File: config.mk
export PLATFORM = sky130hd
export DESIGN_NAME = slip_frame_receiver_flat
export DESIGN_NICKNAME = d
export VERILOG_FILES = /design/src/hw/rtl/sfr_pkg.sv /design/src/hw/rtl/sfr_byte_if.sv /design/src/hw/rtl/sfr_result_if.sv /design/src/hw/rtl/slip_frame_receiver.sv /design/src/hw/rtl/sfr_ram.sv /design/src/hw/rtl/sfr_ctrl.sv /design/src/hw/rtl/sfr_datapath.sv /design/src/flat_wrapper.sv
export SDC_FILE = /design/constraint.sdc
export NUM_CORES = 1
export LEC_CHECK = 0
export BUFFER_PORTS_ARGS = -buffer_cell sky130_fd_sc_hd__buf_2
export CORE_MARGIN = 2
export CORE_UTILIZATION = 50
export DETAILED_ROUTE_END_ITERATION = 10
export PLACE_DENSITY = 0.66
export REMOVE_ABC_BUFFERS = 1
export SLEW_MARGIN = 20
export SYNTH_ARGS = -nofsm -noshare
export SYNTH_HDL_FRONTEND = slang
export SYNTH_HIERARCHICAL = 1
export SYNTH_SLANG_ARGS = --single-unit
File: constraint.sdc
create_clock -name clk -period 4.8 [get_ports clk]
set_input_delay 0.72 -clock clk [delete_from_list [all_inputs] [get_ports clk]]
set_output_delay 0.72 -clock clk [all_outputs]
set_load 0.01 [all_outputs]
File: src/hw/rtl/sfr_pkg.sv
// Shared constants, codes and control types of the SLIP frame receiver.
package sfr_pkg;

  localparam int BUFFER_BYTES = 32;
  localparam int MAX_FRAME    = 32;
  localparam int STORE_DEPTH  = (BUFFER_BYTES < MAX_FRAME) ? BUFFER_BYTES : MAX_FRAME;
  localparam int STORE_AW     = $clog2(STORE_DEPTH);

  localparam int BYTE_W  = 8;
  localparam int FILL_W  = 6;
  localparam int LEN_W   = 5;
  localparam int KIND_W  = 2;
  localparam int CODE_W  = 3;
  localparam int LIMIT_W = 6;
  localparam int CFG_W   = 6;
  localparam int CFG_IDX_W = 1;

  localparam logic [BYTE_W-1:0] SLIP_END     = 8'hC0;
  localparam logic [BYTE_W-1:0] SLIP_ESC     = 8'hDB;
  localparam logic [BYTE_W-1:0] SLIP_ESC_END = 8'hDC;
  localparam logic [BYTE_W-1:0] SLIP_ESC_ESC = 8'hDD;

  localparam logic [KIND_W-1:0] KIND_HEADER  = 2'd0;
  localparam logic [KIND_W-1:0] KIND_PAYLOAD = 2'd1;
  localparam logic [KIND_W-1:0] KIND_EVENT   = 2'd2;

  localparam logic [CODE_W-1:0] EV_BAD_ESCAPE = 3'd0;
  localparam logic [CODE_W-1:0] EV_UNEXP_END  = 3'd1;
  localparam logic [CODE_W-1:0] EV_SEQ_GAP    = 3'd2;
  localparam logic [CODE_W-1:0] EV_OVERFLOW   = 3'd3;
  localparam logic [CODE_W-1:0] EV_CHECKSUM   = 3'd4;

  localparam logic [CFG_IDX_W-1:0] CFG_BUFFER_LIMIT = 1'b0;
  localparam logic [CFG_IDX_W-1:0] CFG_SEQ_WARN     = 1'b1;

  localparam logic [LIMIT_W-1:0] BUFFER_LIMIT_RST = 6'd32;

  typedef enum logic [1:0] {
    PH_AWAIT   = 2'd0,
    PH_READ    = 2'd1,
    PH_INVALID = 2'd2
  } phase_t;

  typedef enum logic [1:0] {
    S_IDLE  = 2'd0,
    S_FETCH = 2'd1,
    S_SEND  = 2'd2
  } ctl_state_t;

  typedef struct packed {
    logic step;     // input transfer this cycle
    logic rd_load;  // move buffered byte into output register
  } ctl_cmd_t;

  typedef struct packed {
    logic out_free;   // output register empty or drained this cycle
    logic readout_go; // current byte closes a good frame with payload
    logic rd_last;    // readout index points at final payload byte
  } ctl_sts_t;

endpackage

File: src/hw/rtl/sfr_byte_if.sv
// Received byte channel: valid/ready handshake with one raw byte.
interface sfr_byte_if
  import sfr_pkg::*;
();
  logic              valid;
  logic              ready;
  logic [BYTE_W-1:0] rx_byte;

  modport source (output valid, output rx_byte, input ready);
  modport sink   (input valid, input rx_byte, output ready);
endinterface

File: src/hw/rtl/sfr_result_if.sv
// Result channel: valid/ready handshake with header, payload or event fields.
interface sfr_result_if
  import sfr_pkg::*;
();
  logic              valid;
  logic              ready;
  logic [KIND_W-1:0] result_kind;
  logic [BYTE_W-1:0] frame_sequence;
  logic [LEN_W-1:0]  payload_length;
  logic [BYTE_W-1:0] payload_byte;
  logic [CODE_W-1:0] event_code;
  logic              last_result;

  modport source (output valid, output result_kind, output frame_sequence,
                  output payload_length, output payload_byte, output event_code,
                  output last_result, input ready);
  modport sink   (input valid, input result_kind, input frame_sequence,
                  input payload_length, input payload_byte, input event_code,
                  input last_result, output ready);
endinterface

File: src/hw/rtl/slip_frame_receiver.sv
// Top level of the SLIP frame receiver: controller, datapath and checks.
// A received byte is taken whenever the output register is empty or is being drained; a
// byte that causes a result (an event, or the header of a frame) puts it in the output
// register on the next cycle. The END that closes a good frame is followed by its payload
// bytes, read from the 32-byte frame buffer RAM: each payload byte passes through the FETCH
// state (address) and the SEND state (registered read data into the output register) and
// waits out any output stall, and no byte is accepted until the last payload byte is
// loaded. The buffer needs no clearing after reset. Configuration writes take effect at
// the next clock edge.
module slip_frame_receiver
  import sfr_pkg::*;
(
  input  logic                 clk,
  input  logic                 rst_n,
  input  logic                 cfg_we,
  input  logic [CFG_IDX_W-1:0] cfg_index,
  input  logic [CFG_W-1:0]     cfg_wdata,
  sfr_byte_if.sink             in_ch,
  sfr_result_if.source         out_ch
);

  ctl_cmd_t cmd;
  ctl_sts_t sts;

  sfr_ctrl u_ctrl (
    .clk      (clk),
    .rst_n    (rst_n),
    .in_valid (in_ch.valid),
    .in_ready (in_ch.ready),
    .sts      (sts),
    .cmd      (cmd)
  );

  sfr_datapath u_dp (
    .clk                (clk),
    .rst_n              (rst_n),
    .cfg_we             (cfg_we),
    .cfg_index          (cfg_index),
    .cfg_wdata          (cfg_wdata),
    .in_rx_byte         (in_ch.rx_byte),
    .out_ready          (out_ch.ready),
    .out_valid          (out_ch.valid),
    .out_result_kind    (out_ch.result_kind),
    .out_frame_sequence (out_ch.frame_sequence),
    .out_payload_length (out_ch.payload_length),
    .out_payload_byte   (out_ch.payload_byte),
    .out_event_code     (out_ch.event_code),
    .out_last_result    (out_ch.last_result),
    .cmd                (cmd),
    .sts                (sts)
  );

`ifndef SYNTHESIS
  // a frame with payload shows its header, not yet marked last
  a_header_first: assert property (@(posedge clk) disable iff (!rst_n)
    (cmd.step && sts.readout_go) |=>
      (out_ch.valid && out_ch.result_kind == KIND_HEADER && !out_ch.last_result))
    else $error("header missing ahead of payload readout");

  // buffer readout never overwrites a result still waiting
  a_load_free: assert property (@(posedge clk) disable iff (!rst_n)
    cmd.rd_load |-> sts.out_free)
    else $error("payload load into occupied output register");

  // no input transfer while the buffer is being read out
  a_no_step_in_readout: assert property (@(posedge clk) disable iff (!rst_n)
    cmd.rd_load |-> !cmd.step)
    else $error("input transfer during frame readout");

  // after the last payload byte is loaded, input is taken again once the output drains
  a_readout_ends: assert property (@(posedge clk) disable iff (!rst_n)
    (cmd.rd_load && sts.rd_last) |=> (in_ch.ready == sts.out_free))
    else $error("receiver did not return to input after readout");
`endif

endmodule

File: src/hw/rtl/sfr_ram.sv
// Generic single-write, single-read RAM with registered read data.
module sfr_ram #(
  parameter int WIDTH = 8,
  parameter int DEPTH = 32
) (
  input  logic                     clk,
  input  logic                     we,
  input  logic [$clog2(DEPTH)-1:0] waddr,
  input  logic [WIDTH-1:0]         wdata,
  input  logic [$clog2(DEPTH)-1:0] raddr,
  output logic [WIDTH-1:0]         rdata
);

  logic [WIDTH-1:0] mem [DEPTH];
  logic [WIDTH-1:0] rdata_r;

  always_ff @(posedge clk) begin
    if (we) begin
      mem[waddr] <= wdata;
    end
    rdata_r <= mem[raddr];
  end

  assign rdata = rdata_r;

endmodule

File: src/hw/rtl/sfr_ctrl.sv
// Controller FSM: input acceptance and frame buffer readout sequencing.
module sfr_ctrl
  import sfr_pkg::*;
(
  input  logic     clk,
  input  logic     rst_n,
  input  logic     in_valid,
  output logic     in_ready,
  input  ctl_sts_t sts,
  output ctl_cmd_t cmd
);

  ctl_state_t state_r, state_nxt;

  always_ff @(posedge clk) begin
    if (!rst_n) begin
      state_r <= S_IDLE;
    end else begin
      state_r <= state_nxt;
    end
  end

  always_comb begin
    state_nxt = state_r;
    unique case (state_r)
      S_IDLE: begin
        if (in_valid && sts.out_free && sts.readout_go) state_nxt = S_FETCH;
      end
      S_FETCH: begin
        state_nxt = S_SEND;
      end
      S_SEND: begin
        if (sts.out_free) state_nxt = sts.rd_last ? S_IDLE : S_FETCH;
      end
      default: begin
        state_nxt = S_IDLE;
      end
    endcase
  end

  always_comb begin
    in_ready    = 1'b0;
    cmd.step    = 1'b0;
    cmd.rd_load = 1'b0;
    unique case (state_r)
      S_IDLE: begin
        in_ready = sts.out_free;
        cmd.step = in_valid && sts.out_free;
      end
      S_FETCH: begin
      end
      S_SEND: begin
        cmd.rd_load = sts.out_free;
      end
      default: begin
      end
    endcase
  end

endmodule

File: src/hw/rtl/sfr_datapath.sv
// Datapath: unescape, sequence and checksum tracking, frame buffer, result register.
module sfr_datapath
  import sfr_pkg::*;
(
  input  logic                 clk,
  input  logic                 rst_n,
  input  logic                 cfg_we,
  input  logic [CFG_IDX_W-1:0] cfg_index,
  input  logic [CFG_W-1:0]     cfg_wdata,
  input  logic [BYTE_W-1:0]    in_rx_byte,
  input  logic                 out_ready,
  output logic                 out_valid,
  output logic [KIND_W-1:0]    out_result_kind,
  output logic [BYTE_W-1:0]    out_frame_sequence,
  output logic [LEN_W-1:0]     out_payload_length,
  output logic [BYTE_W-1:0]    out_payload_byte,
  output logic [CODE_W-1:0]    out_event_code,
  output logic                 out_last_result,
  input  ctl_cmd_t             cmd,
  output ctl_sts_t             sts
);

  // configuration
  logic [LIMIT_W-1:0] buffer_limit_r;
  logic               seq_warn_enable_r;

  // frame state
  phase_t             phase_r, phase_nxt;
  logic               escape_pending_r, escape_pending_nxt;
  logic [BYTE_W-1:0]  running_xor_r, running_xor_nxt;
  logic [BYTE_W-1:0]  expected_seq_r, expected_seq_nxt;
  logic [BYTE_W-1:0]  current_seq_r, current_seq_nxt;
  logic [FILL_W-1:0]  fill_count_r, fill_count_nxt;

  // readout
  logic [STORE_AW-1:0] rd_idx_r;
  logic [LEN_W-1:0]    frame_len_r;
  logic [BYTE_W-1:0]   rd_data;

  // result register
  logic               out_valid_r, out_valid_nxt;
  logic [KIND_W-1:0]  kind_r;
  logic [BYTE_W-1:0]  seq_r;
  logic [LEN_W-1:0]   len_r;
  logic [BYTE_W-1:0]  byte_r;
  logic [CODE_W-1:0]  code_r;
  logic               last_r;

  // byte decode
  logic [FILL_W-1:0]  limit_use;
  logic [LEN_W-1:0]   frame_len;
  logic [BYTE_W-1:0]  byte_v;
  logic [BYTE_W-1:0]  xor_t;
  phase_t             phase_t_v;
  logic               do_phase;
  logic               store_we;
  logic               res_valid;
  logic [KIND_W-1:0]  res_kind;
  logic [CODE_W-1:0]  res_code;
  logic               res_last;
  logic               readout_go;

  assign limit_use = (buffer_limit_r > FILL_W'(STORE_DEPTH)) ? FILL_W'(STORE_DEPTH)
                                                              : buffer_limit_r;
  assign frame_len = LEN_W'(fill_count_r - FILL_W'(1));

  always_comb begin
    phase_nxt          = phase_r;
    escape_pending_nxt = escape_pending_r;
    running_xor_nxt    = running_xor_r;
    expected_seq_nxt   = expected_seq_r;
    current_seq_nxt    = current_seq_r;
    fill_count_nxt     = fill_count_r;
    byte_v             = in_rx_byte;
    xor_t              = running_xor_r;
    phase_t_v          = phase_r;
    do_phase           = 1'b0;
    store_we           = 1'b0;
    res_valid          = 1'b0;
    res_kind           = KIND_EVENT;
    res_code           = EV_BAD_ESCAPE;
    res_last           = 1'b1;
    readout_go         = 1'b0;

    if (escape_pending_r) begin
      escape_pending_nxt = 1'b0;
      do_phase           = 1'b1;
      if (in_rx_byte == SLIP_ESC_END) begin
        byte_v = SLIP_END;
      end else if (in_rx_byte == SLIP_ESC_ESC) begin
        byte_v = SLIP_ESC;
      end else begin
        res_valid = 1'b1;
        res_code  = EV_BAD_ESCAPE;
        phase_t_v = PH_INVALID;
      end
      xor_t = running_xor_r ^ byte_v;
    end else if (in_rx_byte == SLIP_ESC) begin
      escape_pending_nxt = 1'b1;
    end else if (in_rx_byte == SLIP_END) begin
      unique case (phase_r)
        PH_READ: begin
          if (running_xor_r == '0 && fill_count_r != '0) begin
            res_valid  = 1'b1;
            res_kind   = KIND_HEADER;
            res_last   = (frame_len == '0);
            readout_go = (frame_len != '0);
          end else begin
            res_valid       = 1'b1;
            res_code        = EV_CHECKSUM;
            running_xor_nxt = '0;
          end
          phase_nxt = PH_AWAIT;
        end
        PH_AWAIT: begin
          res_valid = 1'b1;
          res_code  = EV_UNEXP_END;
          phase_nxt = PH_INVALID;
        end
        default: begin
          // resync: END is not taken as the next sequence byte
          running_xor_nxt = '0;
          phase_nxt       = PH_AWAIT;
        end
      endcase
    end else begin
      xor_t    = running_xor_r ^ in_rx_byte;
      do_phase = 1'b1;
    end

    if (do_phase) begin
      phase_nxt       = phase_t_v;
      running_xor_nxt = xor_t;
      unique case (phase_t_v)
        PH_AWAIT: begin
          if (expected_seq_r != byte_v && seq_warn_enable_r) begin
            res_valid = 1'b1;
            res_code  = EV_SEQ_GAP;
          end
          expected_seq_nxt = byte_v + BYTE_W'(1);
          current_seq_nxt  = byte_v;
          fill_count_nxt   = '0;
          running_xor_nxt  = byte_v;
          phase_nxt        = PH_READ;
        end
        PH_READ: begin
          if (fill_count_r >= limit_use) begin
            res_valid       = 1'b1;
            res_code        = EV_OVERFLOW;
            phase_nxt       = PH_INVALID;
            running_xor_nxt = '0;
          end else begin
            store_we       = 1'b1;
            fill_count_nxt = fill_count_r + FILL_W'(1);
          end
        end
        default: begin
        end
      endcase
    end
  end

  always_ff @(posedge clk) begin
    if (!rst_n) begin
      buffer_limit_r    <= BUFFER_LIMIT_RST;
      seq_warn_enable_r <= 1'b1;
    end else if (cfg_we) begin
      case (cfg_index)
        CFG_BUFFER_LIMIT: buffer_limit_r    <= cfg_wdata[LIMIT_W-1:0];
        CFG_SEQ_WARN:     seq_warn_enable_r <= cfg_wdata[0];
        default: begin
        end
      endcase
    end
  end

  always_ff @(posedge clk) begin
    if (!rst_n) begin
      phase_r          <= PH_AWAIT;
      escape_pending_r <= 1'b0;
      running_xor_r    <= '0;
      expected_seq_r   <= '0;
      current_seq_r    <= '0;
      fill_count_r     <= '0;
    end else if (cmd.step) begin
      phase_r          <= phase_nxt;
      escape_pending_r <= escape_pending_nxt;
      running_xor_r    <= running_xor_nxt;
      expected_seq_r   <= expected_seq_nxt;
      current_seq_r    <= current_seq_nxt;
      fill_count_r     <= fill_count_nxt;
    end
  end

  sfr_ram #(
    .WIDTH (BYTE_W),
    .DEPTH (STORE_DEPTH)
  ) u_store (
    .clk   (clk),
    .we    (cmd.step && store_we),
    .waddr (fill_count_r[STORE_AW-1:0]),
    .wdata (byte_v),
    .raddr (rd_idx_r),
    .rdata (rd_data)
  );

  always_ff @(posedge clk) begin
    if (cmd.step) begin
      rd_idx_r    <= '0;
      frame_len_r <= frame_len;
    end else if (cmd.rd_load) begin
      rd_idx_r <= rd_idx_r + STORE_AW'(1);
    end
  end

  assign sts.out_free   = !out_valid_r || out_ready;
  assign sts.readout_go = readout_go;
  assign sts.rd_last    = (LEN_W'(rd_idx_r) == frame_len_r - LEN_W'(1));

  always_comb begin
    out_valid_nxt = out_valid_r && !out_ready;
    if ((cmd.step && res_valid) || cmd.rd_load) out_valid_nxt = 1'b1;
  end

  always_ff @(posedge clk) begin
    if (!rst_n) begin
      out_valid_r <= 1'b0;
    end else begin
      out_valid_r <= out_valid_nxt;
    end
  end

  always_ff @(posedge clk) begin
    if (cmd.step && res_valid) begin
      kind_r <= res_kind;
      seq_r  <= (res_kind == KIND_HEADER) ? current_seq_r : '0;
      len_r  <= (res_kind == KIND_HEADER) ? frame_len : '0;
      byte_r <= '0;
      code_r <= (res_kind == KIND_EVENT) ? res_code : '0;
      last_r <= res_last;
    end else if (cmd.rd_load) begin
      kind_r <= KIND_PAYLOAD;
      seq_r  <= '0;
      len_r  <= '0;
      byte_r <= rd_data;
      code_r <= '0;
      last_r <= sts.rd_last;
    end
  end

  assign out_valid          = out_valid_r;
  assign out_result_kind    = kind_r;
  assign out_frame_sequence = seq_r;
  assign out_payload_length = len_r;
  assign out_payload_byte   = byte_r;
  assign out_event_code     = code_r;
  assign out_last_result    = last_r;

endmodule
File: src/flat_wrapper.sv
// flat-port wrapper written by rule: the top's interface ports become plain ports
module slip_frame_receiver_flat import sfr_pkg::*;
  (clk, rst_n, cfg_we, cfg_index, cfg_wdata, in_ch_valid, in_ch_rx_byte, in_ch_ready, out_ch_valid, out_ch_result_kind, out_ch_frame_sequence, out_ch_payload_length, out_ch_payload_byte, out_ch_event_code, out_ch_last_result, out_ch_ready);
  sfr_byte_if in_ch_i ();
  sfr_result_if out_ch_i ();
  input  logic clk;
  input  logic rst_n;
  input  logic cfg_we;
  input  logic [CFG_IDX_W-1:0] cfg_index;
  input  logic [CFG_W-1:0] cfg_wdata;
  input wire logic [$bits(in_ch_i.valid)-1:0] in_ch_valid;
  input wire logic [$bits(in_ch_i.rx_byte)-1:0] in_ch_rx_byte;
  output wire logic [$bits(in_ch_i.ready)-1:0] in_ch_ready;
  output wire logic [$bits(out_ch_i.valid)-1:0] out_ch_valid;
  output wire logic [$bits(out_ch_i.result_kind)-1:0] out_ch_result_kind;
  output wire logic [$bits(out_ch_i.frame_sequence)-1:0] out_ch_frame_sequence;
  output wire logic [$bits(out_ch_i.payload_length)-1:0] out_ch_payload_length;
  output wire logic [$bits(out_ch_i.payload_byte)-1:0] out_ch_payload_byte;
  output wire logic [$bits(out_ch_i.event_code)-1:0] out_ch_event_code;
  output wire logic [$bits(out_ch_i.last_result)-1:0] out_ch_last_result;
  input wire logic [$bits(out_ch_i.ready)-1:0] out_ch_ready;
  assign in_ch_i.valid = in_ch_valid;
  assign in_ch_i.rx_byte = in_ch_rx_byte;
  assign in_ch_ready = in_ch_i.ready;
  assign out_ch_valid = out_ch_i.valid;
  assign out_ch_result_kind = out_ch_i.result_kind;
  assign out_ch_frame_sequence = out_ch_i.frame_sequence;
  assign out_ch_payload_length = out_ch_i.payload_length;
  assign out_ch_payload_byte = out_ch_i.payload_byte;
  assign out_ch_event_code = out_ch_i.event_code;
  assign out_ch_last_result = out_ch_i.last_result;
  assign out_ch_i.ready = out_ch_ready;
  slip_frame_receiver u_core (.clk(clk), .rst_n(rst_n), .cfg_we(cfg_we), .cfg_index(cfg_index), .cfg_wdata(cfg_wdata), .in_ch(in_ch_i), .out_ch(out_ch_i));
endmodule
==> flow_metrics.py <==
metrics = {
    "floorplan": {
        "core_area_um2": 27900,
        "io_pins": 49,
        "chipHeight_um": 173,
        "die_area_um2": 29900,
        "row_count": 61,
        "initial_utilization_pct": 51.0,
        "die_w_um": 173,
    },
    "clock_tree": {
        "cts_made_buffers": 36,
        "postCtsHoldBufs": 0,
        "cts_root_buffer": "clkbuf_16",
        "clk_latency_ps": 520,
        "cts.sinks": 344,
        "path_clk_slew_ps": 60,
        "cts_resized": 0,
        "clock_path_buffers": 3,
        "cts_tree": "yes",
        "htreeDepth": 2,
        "cts_setup_buffers": 0,
    },
    "sta": {
        "final_max_slew_viol_count": 0,
        "setup_violations": 0,
        "slew_headroom_pct": 26.8,
        "finalHoldViolations": 0,
        "fmaxAchievable_mhz": 268,
        "worst_pin_slew_ps": 1090,
        "skew_ps": 16.7,
        "period_needed_ps": 3730,
        "finalCritPeriodShare_pct": 77.6,
        "setup_tns_ps": 0,
        "rsz0062_at_grt": "false",
    },
    "power_and_ir_drop": {
        "clkPwrFrac_pct": 42.3,
        "internal_power_w": 0.00494,
        "seqPwrFrac_pct": 52.9,
        "pwr-share-comb_pct": 4.7,
        "switching_share_pct": 20.9,
        "peakVddDrop_mv": 0.291,
        "total_power_w": 0.00625,
        "powerDensity_nw_per_um2": 389,
        "power_switching_w": 0.00131,
        "leakage_nw": 5.31,
    },
    "outcome": {
        "status": "completed",
    },
    "final_layout": {
        "n_fill_cell": 2207,
        "drive_above_1_share_pct": 24.6,
        "antenna_cells": 0,
        "final_nets": 953,
        "design_area_um2": 16100,
        "syn2layout_area_growth_pct": 12.9,
    },
    "synthesis": {
        "ys_ff_latch": 344,
        "synth_top_area_cell": "edfxtp_1",
        "synth_ff_type": "edfxtp_1",
        "synth_cell_type_count": 63,
        "netlist_area_um2": 14200,
        "async_reset_ff_share_pct": 0,
        "synth_commonest_cells": "280 x edfxtp_1, 80 x mux4_2, 64 x dfxtp_1, 58 x nor2_1, 53 x nand2_1",
        "syn_inst": 859,
        "ys.warnings.count": 6,
        "synth_edf_count": 280,
        "synth_top_area_share_pct": 59.0,
        "synthTopCellsByArea": "edfxtp_1 59%, mux4_2 13%, dfxtp_1 9.0%",
        "yosysMostFrequentCell": "edfxtp_1",
        "syn_area_per_cell_um2": 16.6,
        "ys_seq_area_share_pct": 68.0,
    },
    "worst_setup_path": {
        "arrival_ps": 3860,
        "critical_path_class": "flop to flop",
        "cp_max_fo": 19,
        "startpoint_type": "flop",
        "end_kind": "flop",
        "crit_required_ps": 4940,
    },
    "detailed_routing": {
        "antenna_left": 0,
        "first_iter_violations": 696,
        "route.detailed.drc": 0,
        "wl_um": 30700,
        "drt-wirelength-per-cell_um": 23.2,
        "drtPass1Iterations": 5,
        "vias": 7752,
        "viasPerCell": 5.85,
    },
    "hold_path": {
        "hold_path.class": "input port to flop",
    },
    "placement": {
        "placed_cell_area_um2": 15000,
        "io_buffers": 48,
        "place.gp.congestion": 0.886,
        "dp_hpwl_um": 19800,
    },
    "global_routing": {
        "grt_first_pass_wirelength_um": 47300,
        "grtUsageMet3_pct": 3.19,
        "grt_antenna_before_repair": 1,
        "globalRouteOverflowTotal": 0,
        "grt_pass1_vias": 7760,
        "top_usage_layer": "met2",
        "gr-usage-met1_pct": 29.5,
        "met2_usage_pct": 34.1,
        "grt_max_degree": 71,
        "grt_usage_pct": 20.8,
    },
    "run": {
        "drv_cap": 0,
    },
}
## metal layers
layer | vias to the layer above | routed length, um
met1 | 4002 | 13100
met5 | - | 18
met2 | 224 | 15200
met4 | 2 | 665
met3 | 47 | 1670
li1 | 3477 | -
## power by group through the flow
stage	clock network, W	logic [W]	registers [W]
2_1_floorplan	0	0.000165	0.00337
3_3_place_gp	0	0.000292	0.00337
3_5_place_dp	0	0.000297	0.00337
4_1_cts	0.00270	0.000299	0.00331
5_1_grt	0.00282	0.000327	0.00331
6_report	0.00265	0.000297	0.00331
## cells in the final DEF, fill, tap and decap left out, types with 9 or more instances in the layout
cell type,netlist,final
mux2i_1,15,15
nor2_1,58,58
a21oi_1,13,12
nand3_1,16,16
and2_1,14,14
edfxtp_1,280,280
clkbuf_16,0,38
mux4_2,80,80
a21boi_0,13,13
buf_2,5,48
clkbuf_1,26,9
dfxtp_1,64,62
nor2b_1,12,12
xnor2_1,12,12
ha_1,12,12
o211a_1,9,9
buf_4,8,23
xor2_1,16,16
nand4_1,9,9
inv_1,19,19
clkinv_1,0,11
a21oi_2,8,9
nand2_1,53,53
## flip-flops by register name (all words and copies together), names as in the netlist, 3 cells and up
| signal | cells |
|---|---|
| u_core/u_dp/u_store/mem | 256 |
| u_core/u_dp/current_seq_r | 8 |
| u_core/u_dp/expected_seq_r | 8 |
| u_core/u_dp/out_frame_sequence | 8 |
| u_core/u_dp/out_payload_byte | 8 |
| u_core/u_dp/running_xor_r | 8 |
| u_core/u_dp/u_store/rdata | 8 |
| u_core/u_dp/buffer_limit_r | 6 |
| u_core/u_dp/fill_count_r | 6 |
| u_core/u_dp/frame_len_r | 5 |
| u_core/u_dp/out_payload_length | 5 |
| u_core/u_dp/rd_idx_r | 5 |
| u_core/u_dp/out_event_code | 3 |
## stage by stage
stage	std cells	setup slack, ps	hold WS, ps	util (%)
6_report	1325	1070	451	57.6
4_1_cts	1325	1060	435	57.6
3_3_place_gp	1261	851	441	53.6
5_1_grt	1325	710	445	57.6
2_1_floorplan	810	490	430	-
3_5_place_dp	1261	740	447	53.6
## cell type report
cell class                 count  area (um2)  share of cell area [%]
sequential                   344        9690                    60.2
multi-input combinational    447        4270                    26.5
clock buffer                  48         998                    6.21
tap                          378         473                    2.94
timing repair buffer          73         453                    2.81
clock inverter                16         133                   0.824
inverter                      19        71.3                   0.443
## final timing paths
path	start	endpoint	slack, ps	cells past startpoint
max reg2reg	u_core/u_dp/fill_count_r[0]	u_core/u_dp/out_frame_sequence[0]	1070	8
min	cfg_wdata[5]	u_core/u_dp/buffer_limit_r[5]	450	3
max	u_core/u_dp/fill_count_r[0]	u_core/u_dp/out_frame_sequence[0]	1070	8
min reg2reg	u_core/u_dp/current_seq_r[5]	u_core/u_dp/current_seq_r[5]	460	2
## cells by family (layout without fill, tap and decap cells)
group	Yosys count	count (layout)	synth area share, %
buffers and inverters	68	156	2.20
AO/OA/AOI/OAI	91	91	4.83
AND/OR/NAND/NOR	212	212	7.74
adder cells (fa/ha/maj)	12	12	1.05
multiplexers	104	104	14.4
flip-flops	344	344	68.0
XOR/XNOR	28	28	1.72
## critical path: stages (launching register included)
cell and delay (ps):
dfxtp_1 560, inv_1 150, ha_1 290, nand2b_1 90, a31oi_1 120, o22ai_1 740
or4_4 260, a31o_2 430, a21o_1 700
No activity file was read; power rests on OpenSTA's default activity.
